File: src/sv/pidpi_pkg.sv
`timescale 1ns / 1ps
// ----------------------------------------------------------------------------
// pidpi_pkg
// Shared constants for the positional / incremental PID controller.
// ----------------------------------------------------------------------------
package pidpi_pkg;

  localparam int unsigned SampleWidthDef = 16;
  localparam int unsigned FracBitsDef    = 16;

  localparam int unsigned GainW   = 24;
  localparam int unsigned LimW    = 31;
  localparam int unsigned DriveW  = 32;
  localparam int unsigned CfgIdxW = 3;
  localparam int unsigned CfgDatW = 32;

  localparam logic [CfgIdxW-1:0] RegMode = 3'd0;
  localparam logic [CfgIdxW-1:0] RegKp   = 3'd1;
  localparam logic [CfgIdxW-1:0] RegKi   = 3'd2;
  localparam logic [CfgIdxW-1:0] RegKd   = 3'd3;
  localparam logic [CfgIdxW-1:0] RegOlim = 3'd4;
  localparam logic [CfgIdxW-1:0] RegIlim = 3'd5;

  localparam logic ModePositional  = 1'b0;
  localparam logic ModeIncremental = 1'b1;

endpackage

File: src/sv/pid_position_and_incremental.sv
`timescale 1ns / 1ps
// ----------------------------------------------------------------------------
// pid_position_and_incremental
// PID controller in positional or incremental form, fixed point gains.
// ----------------------------------------------------------------------------
//  channel   direction  handshake              payload
//  s_axis    in         tvalid / tready        measured, setpoint; tuser clear
//  m_axis    out        tvalid / tready        drive
//  cfg       in         cfg_valid / cfg_ready  register index, write data
//
//  One request per cycle unless the result stalls; input and result stages are registered.
//  The error history, integral and last drive close a loop through the
//  three gain multipliers and clamps inside the result stage.
//  Reset clears the valid flags, mode, gains, limits and controller state to zero.
//  A stalled result holds the input stage; the config port never stalls.
// ----------------------------------------------------------------------------
module pid_position_and_incremental #(
  parameter int unsigned SAMPLE_WIDTH = pidpi_pkg::SampleWidthDef,
  parameter int unsigned FRAC_BITS    = pidpi_pkg::FracBitsDef
) (
  input  logic                                    clk_i,
  input  logic                                    rst_ni,
  input  logic                                    s_axis_tvalid,
  output logic                                    s_axis_tready,
  // measured, setpoint, zero padding
  input  logic [((2*SAMPLE_WIDTH+7)/8)*8-1:0]     s_axis_tdata,
  // clear
  input  logic                                    s_axis_tuser,
  output logic                                    m_axis_tvalid,
  input  logic                                    m_axis_tready,
  // drive
  output logic [pidpi_pkg::DriveW-1:0]            m_axis_tdata,
  input  logic                                    cfg_valid_i,
  output logic                                    cfg_ready_o,
  input  logic [pidpi_pkg::CfgIdxW-1:0]           cfg_index_i,
  input  logic [pidpi_pkg::CfgDatW-1:0]           cfg_data_i
);

  localparam int unsigned EW     = SAMPLE_WIDTH + 1;
  localparam int unsigned OpW    = SAMPLE_WIDTH + 3;
  localparam int unsigned ProdW  = pidpi_pkg::GainW + OpW;
  localparam int unsigned AccW   = ProdW + 3;
  localparam int unsigned GainW  = pidpi_pkg::GainW;
  localparam int unsigned LimW   = pidpi_pkg::LimW;
  localparam int unsigned DriveW = pidpi_pkg::DriveW;

  // configuration
  logic                    mode_q;
  logic signed [GainW-1:0] kp_q, ki_q, kd_q;
  logic [LimW-1:0]         olim_q, ilim_q;

  assign cfg_ready_o = 1'b1;

  always_ff @(posedge clk_i or negedge rst_ni) begin
    if (!rst_ni) begin
      mode_q <= 1'b0;
      kp_q   <= '0;
      ki_q   <= '0;
      kd_q   <= '0;
      olim_q <= '0;
      ilim_q <= '0;
    end else if (cfg_valid_i && cfg_ready_o) begin
      unique case (cfg_index_i)
        pidpi_pkg::RegMode: mode_q <= cfg_data_i[0];
        pidpi_pkg::RegKp:   kp_q   <= cfg_data_i[GainW-1:0];
        pidpi_pkg::RegKi:   ki_q   <= cfg_data_i[GainW-1:0];
        pidpi_pkg::RegKd:   kd_q   <= cfg_data_i[GainW-1:0];
        pidpi_pkg::RegOlim: olim_q <= cfg_data_i[LimW-1:0];
        pidpi_pkg::RegIlim: ilim_q <= cfg_data_i[LimW-1:0];
        default: ;
      endcase
    end
  end

  // input stage
  logic                           s1_valid_q;
  logic signed [SAMPLE_WIDTH-1:0] s1_meas_q, s1_set_q;
  logic                           s1_clear_q;
  logic                           adv;

  assign adv           = !m_axis_tvalid || m_axis_tready;
  assign s_axis_tready = !s1_valid_q || adv;

  always_ff @(posedge clk_i or negedge rst_ni) begin
    if (!rst_ni) begin
      s1_valid_q <= 1'b0;
    end else if (s_axis_tready) begin
      s1_valid_q <= s_axis_tvalid;
    end
  end

  always_ff @(posedge clk_i) begin
    if (s_axis_tvalid && s_axis_tready) begin
      s1_meas_q  <= s_axis_tdata[SAMPLE_WIDTH-1:0];
      s1_set_q   <= s_axis_tdata[2*SAMPLE_WIDTH-1:SAMPLE_WIDTH];
      s1_clear_q <= s_axis_tuser;
    end
  end

  // controller state
  logic signed [EW-1:0]     err1_q, err2_q;
  logic signed [DriveW-1:0] integ_q, last_q;

  function automatic logic signed [AccW-1:0] clamp_f(input logic signed [AccW-1:0] x,
                                                     input logic [LimW-1:0] lim);
    logic signed [AccW-1:0] l;
    l = $signed({{(AccW-LimW){1'b0}}, lim});
    if (x > l)       return l;
    else if (x < -l) return -l;
    else             return x;
  endfunction

  logic signed [EW-1:0]     e;
  logic signed [OpW-1:0]    d1, d2, op_p, op_i, op_d;
  logic signed [ProdW-1:0]  prod_p, prod_i, prod_d;
  logic signed [AccW-1:0]   pp, pi, pd, isum, integ_c, drive_raw, drive_c;
  logic signed [DriveW-1:0] integ_d, drive_d;
  logic signed [EW-1:0]     err1_d, err2_d;

  always_comb begin
    e  = EW'(s1_set_q) - EW'(s1_meas_q);
    d1 = OpW'(e) - OpW'(err1_q);
    d2 = OpW'(e) - OpW'(err1_q) - OpW'(err1_q) + OpW'(err2_q);

    op_i = OpW'(e);
    op_p = (mode_q == pidpi_pkg::ModeIncremental) ? d1 : OpW'(e);
    op_d = (mode_q == pidpi_pkg::ModeIncremental) ? d2 : d1;

    prod_p = ProdW'(kp_q) * ProdW'(op_p);
    prod_i = ProdW'(ki_q) * ProdW'(op_i);
    prod_d = ProdW'(kd_q) * ProdW'(op_d);

    pp = AccW'(prod_p >>> FRAC_BITS);
    pi = AccW'(prod_i >>> FRAC_BITS);
    pd = AccW'(prod_d >>> FRAC_BITS);

    isum    = AccW'(integ_q) + pi;
    integ_c = clamp_f(isum, ilim_q);

    if (mode_q == pidpi_pkg::ModeIncremental) begin
      drive_raw = AccW'(last_q) + pp + pi + pd;
      integ_d   = pi[DriveW-1:0];
    end else begin
      drive_raw = pp + integ_c + pd;
      integ_d   = integ_c[DriveW-1:0];
    end
    drive_c = clamp_f(drive_raw, olim_q);
    drive_d = drive_c[DriveW-1:0];
    err1_d  = e;
    err2_d  = err1_q;

    if (s1_clear_q) begin
      integ_d = '0;
      drive_d = '0;
      err1_d  = '0;
      err2_d  = '0;
    end
  end

  logic                     m_valid_q;
  logic signed [DriveW-1:0] m_drive_q;

  always_ff @(posedge clk_i or negedge rst_ni) begin
    if (!rst_ni) begin
      err1_q    <= '0;
      err2_q    <= '0;
      integ_q   <= '0;
      last_q    <= '0;
      m_valid_q <= 1'b0;
    end else if (adv) begin
      m_valid_q <= s1_valid_q;
      if (s1_valid_q) begin
        err1_q  <= err1_d;
        err2_q  <= err2_d;
        integ_q <= integ_d;
        last_q  <= drive_d;
      end
    end
  end

  always_ff @(posedge clk_i) begin
    if (adv && s1_valid_q) begin
      m_drive_q <= drive_d;
    end
  end

  assign m_axis_tvalid = m_valid_q;
  assign m_axis_tdata  = m_drive_q;

  a_clear_zero: assert property (@(posedge clk_i) disable iff (!rst_ni)
    (adv && s1_valid_q && s1_clear_q) |=> (m_axis_tdata == '0 && integ_q == '0))
    else $error("clear did not zero drive and integral");

  a_last_tracks: assert property (@(posedge clk_i) disable iff (!rst_ni)
    (adv && s1_valid_q) |=> (last_q == m_drive_q))
    else $error("last drive differs from issued drive");

  a_drive_lim: assert property (@(posedge clk_i) disable iff (!rst_ni)
    (adv && s1_valid_q) |=>
      (AccW'(m_drive_q) <= $signed({{(AccW-LimW){1'b0}}, $past(olim_q)}) &&
       AccW'(m_drive_q) >= -$signed({{(AccW-LimW){1'b0}}, $past(olim_q)})))
    else $error("drive outside output limit");

  a_integ_lim: assert property (@(posedge clk_i) disable iff (!rst_ni)
    (adv && s1_valid_q && mode_q == pidpi_pkg::ModePositional) |=>
      (AccW'(integ_q) <= $signed({{(AccW-LimW){1'b0}}, $past(ilim_q)}) &&
       AccW'(integ_q) >= -$signed({{(AccW-LimW){1'b0}}, $past(ilim_q)})))
    else $error("integral outside limit");

endmodule

File: config.mk
export PLATFORM = sky130hd
export DESIGN_NAME = pid_position_and_incremental
export DESIGN_NICKNAME = d
export VERILOG_FILES = /design/src/sv/pidpi_pkg.sv /design/src/sv/pid_position_and_incremental.sv
export SDC_FILE = /design/constraint.sdc
export NUM_CORES = 2
export LEC_CHECK = 0
export BUFFER_PORTS_ARGS = -buffer_cell sky130_fd_sc_hd__buf_2
export CAP_MARGIN = 20
export CORE_UTILIZATION = 60
export CTS_CLUSTER_SIZE = 8
export DETAILED_ROUTE_END_ITERATION = 12
export HOLD_SLACK_MARGIN = 0.08
export PLACE_DENSITY = 0.83
export SLEW_MARGIN = 25
export SYNTH_ARGS = -nofsm -noshare
export SYNTH_HDL_FRONTEND = slang
export SYNTH_SLANG_ARGS = --single-unit
File: constraint.sdc
create_clock -name clk_i -period 30.7 [get_ports clk_i]
set_input_delay 4.605 -clock clk_i [delete_from_list [all_inputs] [get_ports clk_i]]
set_output_delay 4.605 -clock clk_i [all_outputs]
set_load 0.02 [all_outputs]
Word-level counts from Yosys, hierarchy flattened
Cells that the tools add are included.
{"block": "totals", "ff_bits": 300, "in_bits": 73, "output_inout_bits": 35}
{"block": "op_classes", "n_addsub": 12, "mul": 3, "order_cmp": 4, "n_eq_ne": 5, "n_mux": 12, "n_reduce_logical": 14}
{"operator": "32-bit two-way mux", "n": 5}
{"operator": "46-bit two-way mux", "n": 3}
{"operator": "31-bit negator with 46-bit output", "n": 2}
{"operator": "24-bit by 19-bit multiplier with 43-bit output", "n": 2}
{"operator": "27-bit by 46-bit adder with 46-bit output", "n": 1}
{"operator": "46-bit by 27-bit adder with 46-bit output", "n": 1}
{"operator": "46-bit by 32-bit greater-than comparator with 1-bit output", "n": 1}
{"operator": "33-bit by 46-bit < comparator with 1-bit output", "n": 1}
{"operator": "46-bit < comparator", "n": 1}
{"operator": "24-bit by 17-bit multiplier with 41-bit output", "n": 1}
{"operator": "19-bit two-way mux", "n": 2}
{"operator": "34-bit by 27-bit adder with 35-bit output", "n": 1}
{"operator": "33-bit by 25-bit adder with 34-bit output", "n": 1}
{"operator": "17-bit two-way mux", "n": 2}
{"operator": "32-bit by 25-bit adder with 33-bit output", "n": 1}
{"operator": "32-bit by 27-bit adder with 33-bit output", "n": 1}
{"operator": "33-bit by 32-bit greater-than comparator with 1-bit output", "n": 1}
{"operator": "19-bit by 17-bit adder with 19-bit output", "n": 1}
{"operator": "18-bit by 17-bit subtractor with 19-bit output", "n": 1}
{"operator": "17-bit by 17-bit subtractor with 18-bit output", "n": 1}
{"operator": "16-bit by 16-bit subtractor with 17-bit output", "n": 1}
{"operator": "2-bit AND reduction", "n": 7}
{"operator": "3-bit by 2-bit == test with 1-bit output, second input constant", "n": 2}
{"operator": "3-bit == test, second input constant", "n": 2}
{"operator": "other kinds (5)", "n": 8}

Longest topological paths before layout
{"block": "depth", "word_depth": 13, "ltp_mapped": 95, "ltp_nobuf": 92}

Worst setup path after synthesis
No wires, ideal clock.
{"block": "synth_path", "path_kind": "register to register", "startpoint": "register s1_meas_q[1]", "endpoint": "register m_drive_q[16], in the netlist m_axis_tdata[16] (data pin)", "arrival_time_ps": 19095, "t_required_ps": 30432, "path_slack_ps": 11337, "path_stages_with_launch": 87, "n_path_buf": 5, "synth_period_minus_slack_ps": 19363, "cell_sequence": "edfxtp_1 -> inv_1 -> ha_1 -> nor2b_1 -> o21ai_0 -> a21boi_0 -> o21ai_0 -> a21boi_0 -> o21ai_0 -> a21boi_0 -> o21ai_0 -> a21oi_1 -> o2111a_1 -> nor4_1 -> nor3_1 -> inv_1 -> clkbuf_1 -> clkbuf_1 -> [... 51 more ...] -> o21ai_0 -> a211oi_1 -> or3_1 -> ha_1 -> a21o_1 -> a21o_1 -> a21oi_1 -> o21ai_0 -> a211oi_1 -> o21ai_0 -> o221ai_1 -> o2111a_1 -> nand4_1 -> or4b_4 -> o21ai_2 -> buf_2 -> mux2i_1 -> nor2_1"}
{"block": "synth_between", "elab_chain_len": 13, "elab_cells_between_ends": 25, "cone_classes": "10 x add/sub; 3 x mul; 4 x order compare; 8 x mux"}
{"element": "start, declared", "line_no": "pid_position_and_incremental.sv:77", "source": "logic signed [SAMPLE_WIDTH-1:0] s1_meas_q, s1_set_q;"}
{"element": "start signal, assigned", "line_no": "pid_position_and_incremental.sv:94", "source": "s1_meas_q <= s_axis_tdata[SAMPLE_WIDTH-1:0];"}
{"element": "16-bit by 16-bit subtractor with 17-bit output (*)", "line_no": "pid_position_and_incremental.sv:121", "source": "e = EW'(s1_set_q) - EW'(s1_meas_q);"}
{"element": "24-bit by 17-bit multiplier with 41-bit output", "line_no": "pid_position_and_incremental.sv:130", "source": "prod_i = ProdW'(ki_q) * ProdW'(op_i);"}
{"element": "32-bit by 25-bit adder with 33-bit output", "line_no": "pid_position_and_incremental.sv:137", "source": "isum = AccW'(integ_q) + pi;"}
{"element": "33-bit by 46-bit < comparator with 1-bit output", "line_no": "pid_position_and_incremental.sv:109", "source": "else if (x < -l) return -l;"}
{"element": "46-bit two-way mux", "line_no": "pid_position_and_incremental.sv:109"}
{"element": "46-bit two-way mux", "line_no": "pid_position_and_incremental.sv:108", "source": "if (x > l) return l;"}
{"element": "27-bit by 46-bit adder with 46-bit output", "line_no": "pid_position_and_incremental.sv:144", "source": "drive_raw = pp + integ_c + pd;"}
{"element": "46-bit by 27-bit adder with 46-bit output", "line_no": "pid_position_and_incremental.sv:144"}
{"element": "46-bit two-way mux (*)", "line_no": "pid_position_and_incremental.sv:140", "source": "if (mode_q == pidpi_pkg::ModeIncremental) begin"}
{"element": "46-bit < comparator", "line_no": "pid_position_and_incremental.sv:109"}
{"element": "32-bit two-way mux", "line_no": "pid_position_and_incremental.sv:109"}
{"element": "32-bit two-way mux (*)", "line_no": "pid_position_and_incremental.sv:108"}
{"element": "32-bit two-way mux (*)", "line_no": "pid_position_and_incremental.sv:152", "source": "if (s1_clear_q) begin"}
{"element": "net drive_d[16]", "line_no": "pid_position_and_incremental.sv:117", "source": "logic signed [DriveW-1:0] integ_d, drive_d;"}
{"element": "end signal, assigned", "line_no": "pid_position_and_incremental.sv:183", "source": "m_drive_q <= drive_d;"}
{"element": "end, declared", "line_no": "pid_position_and_incremental.sv:161", "source": "logic signed [DriveW-1:0] m_drive_q;"}
Mark *: on every way through the listed nets, which the timed path passes. The rest lies on a longest branch.
A chain may end at the register's enable or synchronous reset.

Worst setup path after layout
{"block": "layout_path", "startpoint": "register s1_meas_q[0]", "endpoint": "register m_drive_q[15], in the netlist m_axis_tdata[15] (data pin)"}
The elaborated chain is that of the path after synthesis.

==> summary.txt <==
Run status
  • Status: finished clean

Timing
  • Pins over their slew limit: 0
  • Total Neg Setup Slack: 0 ns
  • Clock skew: 0.0562 ns
  • F_max: between 0.03 and 0.04 GHz
  • Slew HR: 0.286
  • Setup slack after layout: between 5 and 6 ns
  • Worst-Margin Slew: around 1.0 ns
  • Final min period: approximately 25 ns
  • RSZ-0062 raised after global routing: false
  • Period utilization: 0.819
  • # setup viols final: 0
  • Count of final hold-check violations: 0

Global route
  • First-pass GRT wire length: ~350000 microns
  • Total track usage: 0.354
  • Gr ovfl total: 0
  • Vias in the first global route: 64177
  • Pin count of the biggest net entering global routing: 122
  • Initial antenna violation count: 14

Setup path
  • R2R depth: between 80 and 90
  • Crit Reg-Reg Startpoint: s1_meas_q[0]
  • Cell count along the critical path: 87
  • CP startpoint: s1_meas_q[0]
  • Crit path to: m_axis_tdata[15]
  • Critical path data required time: just over 30 ns
  • Slowest stage cell on the critical path: o311ai_0
  • Worst Path Max Fanout: between 50 and 60
  • R2R Path End: m_axis_tdata[15]
  • Reg2reg setup slack: between 5 and 6 ns
  • CP Capture Type: flop
  • Most common cell on crit path: o21ai_0
  • Bufs and invs on worst path: 9
  • WP data arrival: between 20 and 30 ns
  • Worst setup SP type: flop
  • Critical path class: reg2reg
  • CP delay by family, top: compound AO/OA/AOI/OAI gates
  • Crit-path max cell delay: around 0.73 ns

Floorplan
  • Number of primary I/O pins: ~110
  • Rows: 129
  • Core ar.: 124000 sq um
  • Die X: between 300 and 400 microns
  • Starting Density: 0.609
  • Die Area: 128000 sq um
  • Die Height: 357 microns

CTS
  • CTS Sinks: 300
  • Post-CTS Setup Bufs: 0
  • Clock-pin slew on the worst setup and hold paths: 0.05 ns
  • Cts repair resizes: 0
  • CTS tree: yes
  • Post-CTS Hold Fix Bufs: 0
  • CTS root buf: clkbuf_16
  • H-tree depth: 2
  • TritonCTS Buffers: 46
  • Clk buf depth: 3
  • Clock Latency Late Sink: 0.64 ns

Routing
  • 1st-iter DRT viols: 5400
  • DRT antenna net count: 0
  • Detailed Routing Iterations Pass 1: 8
  • Routed via count: 60346
  • Residual DRC: 0
  • Drt wl/cell: 21.9 microns
  • Vias per Instance: roughly 6
  • Drt total wl: about 220000 microns

Run
  • Maxcap violations: 0

Placement
  • DP Cell Count: ~10000
  • Dpl hpwl: approximately 170000 microns
  • I/O Buffers: around 110
  • Post-place setup slack: 6.17 ns
  • Final RePlAce weighted congestion: 0.986

Logic synthesis
  • Yosys top cell area share: 0.381
  • Count leader, synth: inv_1
  • Synthesized instance count: between 8000 and 9000
  • Seq/Total Area, Yosys: 0.103
  • #FFs+latches synth: 300
  • Synthesized net count: roughly 11000
  • Synthesis Warnings: 0
  • EDFF count, synth: 65
  • Mapped Area: approximately 76000 sq um
  • Post-synth cell types: around 110
  • Fraction of registers with async set/reset: 0.783
  • Largest cells by area after synthesis: fa_1 (38%), ha_1 (11%), inv_1 (8.4%)
  • Area leader, netlist: fa_1
  • Main flop type after synthesis: dfrtp_1
  • Syn Area/Cell: about 9.0 sq um
  • Commonest cells in the netlist: inv_1 (1686), fa_1 (1440), nand2_1 (1141)

Final layout
  • P&R area growth vs syn: 4.72%
  • Finished Layout Cells: 9953
  • Layout cells sized above 1: 0.0609
  • Final Util: 0.637
  • Layout Nets: approximately 10000

Hold path
  • Hold Crit Class: reg2reg
[cell usage in the layout (no fill, tap or decap), types with 115 or more instances in the layout]
cell type	synthesis	final
nand2_1	1141	1140
and2_1	305	304
a21o_1	115	115
mux2_2	136	136
nor2_1	277	267
ha_1	645	645
dfrtp_1	235	234
nor2b_1	151	150
inv_1	1686	1684
a21oi_1	260	259
xnor2_1	195	192
fa_1	1440	1440
o21ai_0	244	241
[layout make-up]
class,count,area (sq um)
tap,1637,2050
antenna,9,22.5
multi-input combinational,6049,60400
clock inverter,5,96.3
sequential,300,7840
inverter,1686,6330
timing repair buffer,198,1270
fill,9894,45100
clock buffer,69,1310
[per-layer routing]
layer / global-route usage / wire [microns] / part of all wire
met2: 0.568 / 101000 / 0.46
met3: 0.0837 / 23000 / 0.11
met1: 0.435 / 79100 / 0.36
met5: 0 / 74 / 0.00034
met4: 0.211 / 15100 / 0.069
[worst min-delay path by stage]
stage	start	endpoint	slack [ns]	cells past startpoint
final	err2_q[10]	err2_q[10]	0.48	2
after global routing	err2_q[10]	err2_q[10]	0.50	2
after CTS	err2_q[10]	err2_q[10]	0.48	2
after detailed placement	err2_q[10]	err2_q[10]	0.47	2
after global placement	err2_q[14]	err2_q[14]	0.46	2
after floorplan	err2_q[0]	err2_q[0]	0.45	2
[sequential cells by signal (all words and copies together) (netlist names), 16 cells and up]
signal        count
err1_q           17
err2_q           17
ilim_q           31
integ_q          32
kd_q             24
ki_q             24
kp_q             24
last_q           32
m_axis_tdata     32
olim_q           31
s1_meas_q        16
s1_set_q         16
[worst min-delay path, delay by kind of cell (launching register included)]
family,cells,cell delay (ns)
compound gates,1,0.05
flops,1,0.34
simple gates,1,0.05
[per-stage QoR]
| step | hold slack [ns] | area, sq um |
|---|---|---|
| 6_report | 0.479 | 79300 |
| 3_5_place_dp | 0.467 | 77800 |
| 4_1_cts | 0.479 | 79200 |
| 2_1_floorplan | 0.445 | 75700 |
| 3_3_place_gp | 0.459 | 77800 |
| 5_1_grt | 0.498 | 79300 |
[cell families (layout without fill, tap and decap cells)]
family	Yosys count	in the layout	synth area share
other	1	10	0.0000495
AND/OR/NAND/NOR	2378	2378	0.149
AO/OA/AOI/OAI	1145	1145	0.101
XOR/XNOR	261	261	0.0302
flip-flops	300	300	0.103
adder cells (fa/ha/maj)	2085	2085	0.487
multiplexers	179	179	0.0260
buffers and inverters	2066	1958	0.103
Power is not shown: default switching activity piles up to over one toggle a cycle in this logic, so the estimate is an artifact.
